<file path="config.mk">
export PLATFORM = sky130hd
export DESIGN_NAME = vaef_dot_unit
export DESIGN_NICKNAME = d
export VERILOG_FILES = /design/src/hw/rtl/vaef_pkg.sv /design/src/hw/rtl/vaef_dot_unit.sv
export SDC_FILE = /design/constraint.sdc
export NUM_CORES = 2
export LEC_CHECK = 0
export BUFFER_PORTS_ARGS = -buffer_cell sky130_fd_sc_hd__buf_2
export CAP_MARGIN = 0
export CORE_MARGIN = 1
export CORE_UTILIZATION = 70
export DETAILED_ROUTE_END_ITERATION = 8
export PLACE_DENSITY = 0.89
export SYNTH_ARGS = -nofsm -noshare
export SYNTH_HDL_FRONTEND = slang
export SYNTH_SLANG_ARGS = --single-unit
</file>
<file path="constraint.sdc">
create_clock -name clk -period 18.55 [get_ports clk]
set_input_delay 2.7825 -clock clk [delete_from_list [all_inputs] [get_ports clk]]
set_output_delay 2.7825 -clock clk [all_outputs]
set_load 0.01 [all_outputs]
</file>
<file path="src/hw/rtl/vaef_pkg.sv">
// Package for the vertex axis extremes finder.
// Holds field widths, function and status codes and the scan tag type.
// No dependencies; imported by the interfaces and every module of the block.
package vaef_pkg;

  localparam int COORD_W   = 16;  // vertex coordinate and axis component width
  localparam int PROD_W    = 2 * COORD_W;
  localparam int PROJ_W    = 35;  // exact projection, sum of three products
  localparam int IDX_OUT_W = 6;   // width of the index fields of a result

  // Function codes of an input transaction
  localparam logic [1:0] FUNC_ADD   = 2'd0;
  localparam logic [1:0] FUNC_QUERY = 2'd1;
  localparam logic [1:0] FUNC_CLEAR = 2'd2;

  // Status codes of a result transaction
  localparam logic [1:0] STAT_OK     = 2'd0;
  localparam logic [1:0] STAT_FULL   = 2'd1;
  localparam logic [1:0] STAT_ANSWER = 2'd2;

  // Control tag that travels alongside a vertex through the scan pipeline
  typedef struct packed {
    logic valid;
    logic first;
    logic last;
  } vaef_tag_t;

endpackage

</file>
<file path="src/hw/rtl/vaef_dot_unit.sv">
// Shared two-stage dot product unit of the vertex axis extremes finder.
// Stage one forms three 16x16 signed products, stage two their exact sum.
// Depends on vaef_pkg for widths and the scan tag type.
module vaef_dot_unit
  import vaef_pkg::*;
#(
  parameter int IDX_W = 6
) (
  input  logic                      clk,
  input  logic                      rst_n,
  input  logic signed [COORD_W-1:0] axis_x,
  input  logic signed [COORD_W-1:0] axis_y,
  input  logic signed [COORD_W-1:0] axis_z,
  input  logic [3*COORD_W-1:0]      vtx,
  input  vaef_tag_t                 tag_in,
  input  logic [IDX_W-1:0]          idx_in,
  output logic signed [PROJ_W-1:0]  proj,
  output vaef_tag_t                 tag_out,
  output logic [IDX_W-1:0]          idx_out
);

  logic signed [COORD_W-1:0] vx, vy, vz;
  logic signed [PROD_W-1:0]  px_r, py_r, pz_r;
  vaef_tag_t                 tag_p_r, tag_s_r;
  logic [IDX_W-1:0]          idx_p_r, idx_s_r;
  logic signed [PROJ_W-1:0]  proj_r;

  // Unpack the stored vertex: x in the top field, z in the bottom one
  assign vx = $signed(vtx[3*COORD_W-1:2*COORD_W]);
  assign vy = $signed(vtx[2*COORD_W-1:COORD_W]);
  assign vz = $signed(vtx[COORD_W-1:0]);

  // Tag pipeline, valid cleared on reset
  always_ff @(posedge clk) begin
    if (!rst_n) begin
      tag_p_r <= '0;
      tag_s_r <= '0;
    end else begin
      tag_p_r <= tag_in;
      tag_s_r <= tag_p_r;
    end
    idx_p_r <= idx_in;
    idx_s_r <= idx_p_r;
  end

  // Product stage and sum stage
  always_ff @(posedge clk) begin
    px_r   <= axis_x * vx;
    py_r   <= axis_y * vy;
    pz_r   <= axis_z * vz;
    proj_r <= PROJ_W'(px_r) + PROJ_W'(py_r) + PROJ_W'(pz_r);
  end

  assign proj    = proj_r;
  assign tag_out = tag_s_r;
  assign idx_out = idx_s_r;

endmodule
</file>
==> impl_metrics.py <==
metrics = {
    "status": {
        "status": "complete, no violations",
    },
    "clock_tree": {
        "htreeDepth": 4,
        "cts_tree": "done",
        "cts_buffers": 17,
        "cts.sinks": 148,
        "clockRootBuffer": "clkbuf_16",
        "hold_buffers": 0,
        "clk_pin_slew_ps": 70,
        "clock_path_buffers": 2,
        "insertion_delay_ps": 430,
        "cts_setup_buffers": 0,
        "cts_resized": 0,
    },
    "logic_synthesis": {
        "yosys_warnings": 0,
        "ys_top_cells_by_area": "fa_1 (47%), ha_1 (10%), inv_1 (9.7%)",
        "synth_nets": 4845,
        "synth_edf_count": 0,
        "syn_avg_cell_area_um2": 9.49,
        "synth_cell_types": 65,
        "netlist_area_mm2": 0.0345,
        "ys.flop_type": "dfxtp_1",
        "seq_area_frac_synth": 0.0858,
        "yosysTopAreaCell": "fa_1",
        "async_flop_share": 0,
        "syn-instance-count": 3641,
        "synth_top_area_share": 0.475,
        "ys_seq_elements": 148,
        "synth_most_common_cell": "inv_1",
        "synth_common_cells": "inv_1 (888), fa_1 (819), nand2_1 (412), and2_1 (366), ha_1 (278)",
    },
    "setup_path": {
        "path_buf_inv": 6,
        "worstPathRequired_ps": 18860,
        "crit_fanout": 16,
        "r2r_start": "px_r[1]",
        "critPathSlowestCell": "fa_1",
        "slowest_delay_ps": 580,
        "ff2ff_path_depth": 13,
        "endpoint_kind": "register",
        "r2r_setup_slack_ps": 14830,
        "crit_top_cell": "fa_1",
        "r2r_end": "proj[31]",
        "cp_num_cells": 23,
        "crit_type": "input port to register",
        "cp-startpoint": "vtx[1]",
        "arrival_ps": 9020,
        "start_kind": "input port",
        "crit_family": "adder cells",
        "path_cells": "buf_2 -> nand2_1 -> inv_1 -> fa_1 -> inv_1 -> fa_1 -> inv_1 -> fa_1 -> inv_1 -> fa_1 -> fa_1 -> fa_1 -> inv_1 -> ha_1 -> a21oi_1 -> nor2b_1 -> o21ai_0 -> o2111ai_1 -> o41ai_2 -> o21bai_1 -> a31oi_1 -> mux2i_1 -> nand4_1",
    },
    "global_route": {
        "antenna_found_initial": 1,
        "grtUsageMet1": 0.465,
        "grt_pass1_wl_mm": 138,
        "top_usage_layer": "met2",
        "grt_pass1_vias": 27800,
        "met3_usage": 0.0780,
        "grt_use_total": 0.351,
        "grt_remaining_overflow": 0,
        "met2_usage": 0.576,
        "grt_max_degree": 18,
    },
    "sta": {
        "period_share": 0.469,
        "clock_skew_ps": 10.4,
        "finalHoldViolCount": 0,
        "rsz0062_at_grt": "no",
        "maxSlewHeadroom": 0.511,
        "setup_viol": 0,
        "slew_violations": 0,
        "worstMarginPinSlew_ps": 732,
        "period_needed_ps": 8700,
        "setup_tns_ps": 0,
        "timing.fmax_mhz": 115,
    },
    "floorplan": {
        "die_h_um": 224,
        "rows": 81,
        "io_pins": 151,
        "dieArea_mm2": 0.0502,
        "core_area_mm2": 0.0488,
        "initial_core_util": 0.707,
        "die_w_um": 224,
    },
    "cells_and_area": {
        "nFillCells": 3219,
        "drive_above_1_share": 0.0540,
        "multiInputGateArea_mm2": 0.0279,
        "area_growth_pct": 5.15,
        "register_area_mm2": 0.00296,
        "finish.net_count": 4912,
        "antenna_cells": 0,
    },
    "routing": {
        "first_iter_violations": 2196,
        "drc": 0,
        "ant_nets": 0,
        "wl_per_cell_um": 18.5,
        "avgViaCountPerCell": 5.68,
        "drt_first_pass_iters": 7,
        "vias": 24900,
        "finalWirelength_mm": 80.9,
    },
    "place": {
        "routabilityCongestion": 0.925,
        "port_buffers": 150,
        "place_hpwl_mm": 67.3,
    },
    "run": {
        "drv_cap": 0,
    },
    "worst_hold_path": {
        "hold_end": "idx_out[3]",
        "hold_path.class": "register to register",
        "holdCritStartpoint": "idx_p_r[3]",
        "min_path_cells": 0,
    },
}
-- final cells by class --
type / instances / share of cell area
repair buffers: 150 / 0.0207
clock buffers: 17 / 0.0117
inverters: 889 / 0.0919
flip-flops and latches: 148 / 0.0816
clock inverters: 15 / 0.00438
multi-input cells: 2502 / 0.767
well taps: 664 / 0.0229
-- layer usage --
metal | vias to the layer above | share of wire
li1 | 10900 | -
met1 | 12500 | 0.38
met2 | 1333 | 0.49
met3 | 240 | 0.098
met4 | 2 | 0.034
met5 | - | 0.00012
-- flip-flops by register name, indices dropped and copies added, names as in the netlist --
register and cells:
idx_out 6, py_r 32, tag_out 3, px_r 32, idx_p_r 6, pz_r 32
proj 34, tag_p_r 3
-- worst max-delay path by stage --
stage	end	slack, ps
final	pz_r[31]	9850
after detailed placement	pz_r[30]	9500
after CTS	pz_r[31]	9940
after floorplan	pz_r[30]	10070
after global routing	py_r[31]	9600
after global placement	py_r[31]	9780
-- metrics by stage --
step / util / instance area (um2) / setup WS, ps / hold WS [ps] / instances
5_1_grt: 0.743 / 36300 / 9600 / 335 / 4385
3_5_place_dp: 0.732 / 35700 / 9500 / 315 / 4353
2_1_floorplan: - / 34500 / 10070 / 310 / 3641
6_report: 0.743 / 36300 / 9850 / 329 / 4385
3_3_place_gp: 0.732 / 35700 / 9780 / 310 / 4353
4_1_cts: 0.743 / 36300 / 9940 / 331 / 4385
-- layout by cell type (no fill, tap or decap), types with 14 or more instances in the layout --
cell type	n
a211oi_1	15
a21o_1	42
a21oi_1	82
and2_1	366
and3_1	15
buf_2	150
clkbuf_16	17
dfxtp_1	148
fa_1	819
ha_1	278
inv_1	888
nand2_1	412
nand2b_1	27
nand3_1	17
nor2_1	88
nor3_1	18
o21ai_0	44
o21bai_1	14
xnor2_1	102
xor2_1	28
-- logic make-up (layout without fill, tap and decap cells) --
family / Yosys count / count (layout) / share of synthesized area
DFF: 148 / 148 / 0.0858
AOI/OAI and AO/OA: 292 / 292 / 0.0569
adders and majority gates: 1097 / 1097 / 0.575
xor gates and xnor gates: 130 / 130 / 0.0330
and+or+nand+nor: 982 / 982 / 0.141
muxes: 1 / 1 / 0.000290
buffers and inverters: 991 / 1071 / 0.108
Power is not shown: default switching activity piles up to over one toggle a cycle in this logic, so the estimate is an artifact.
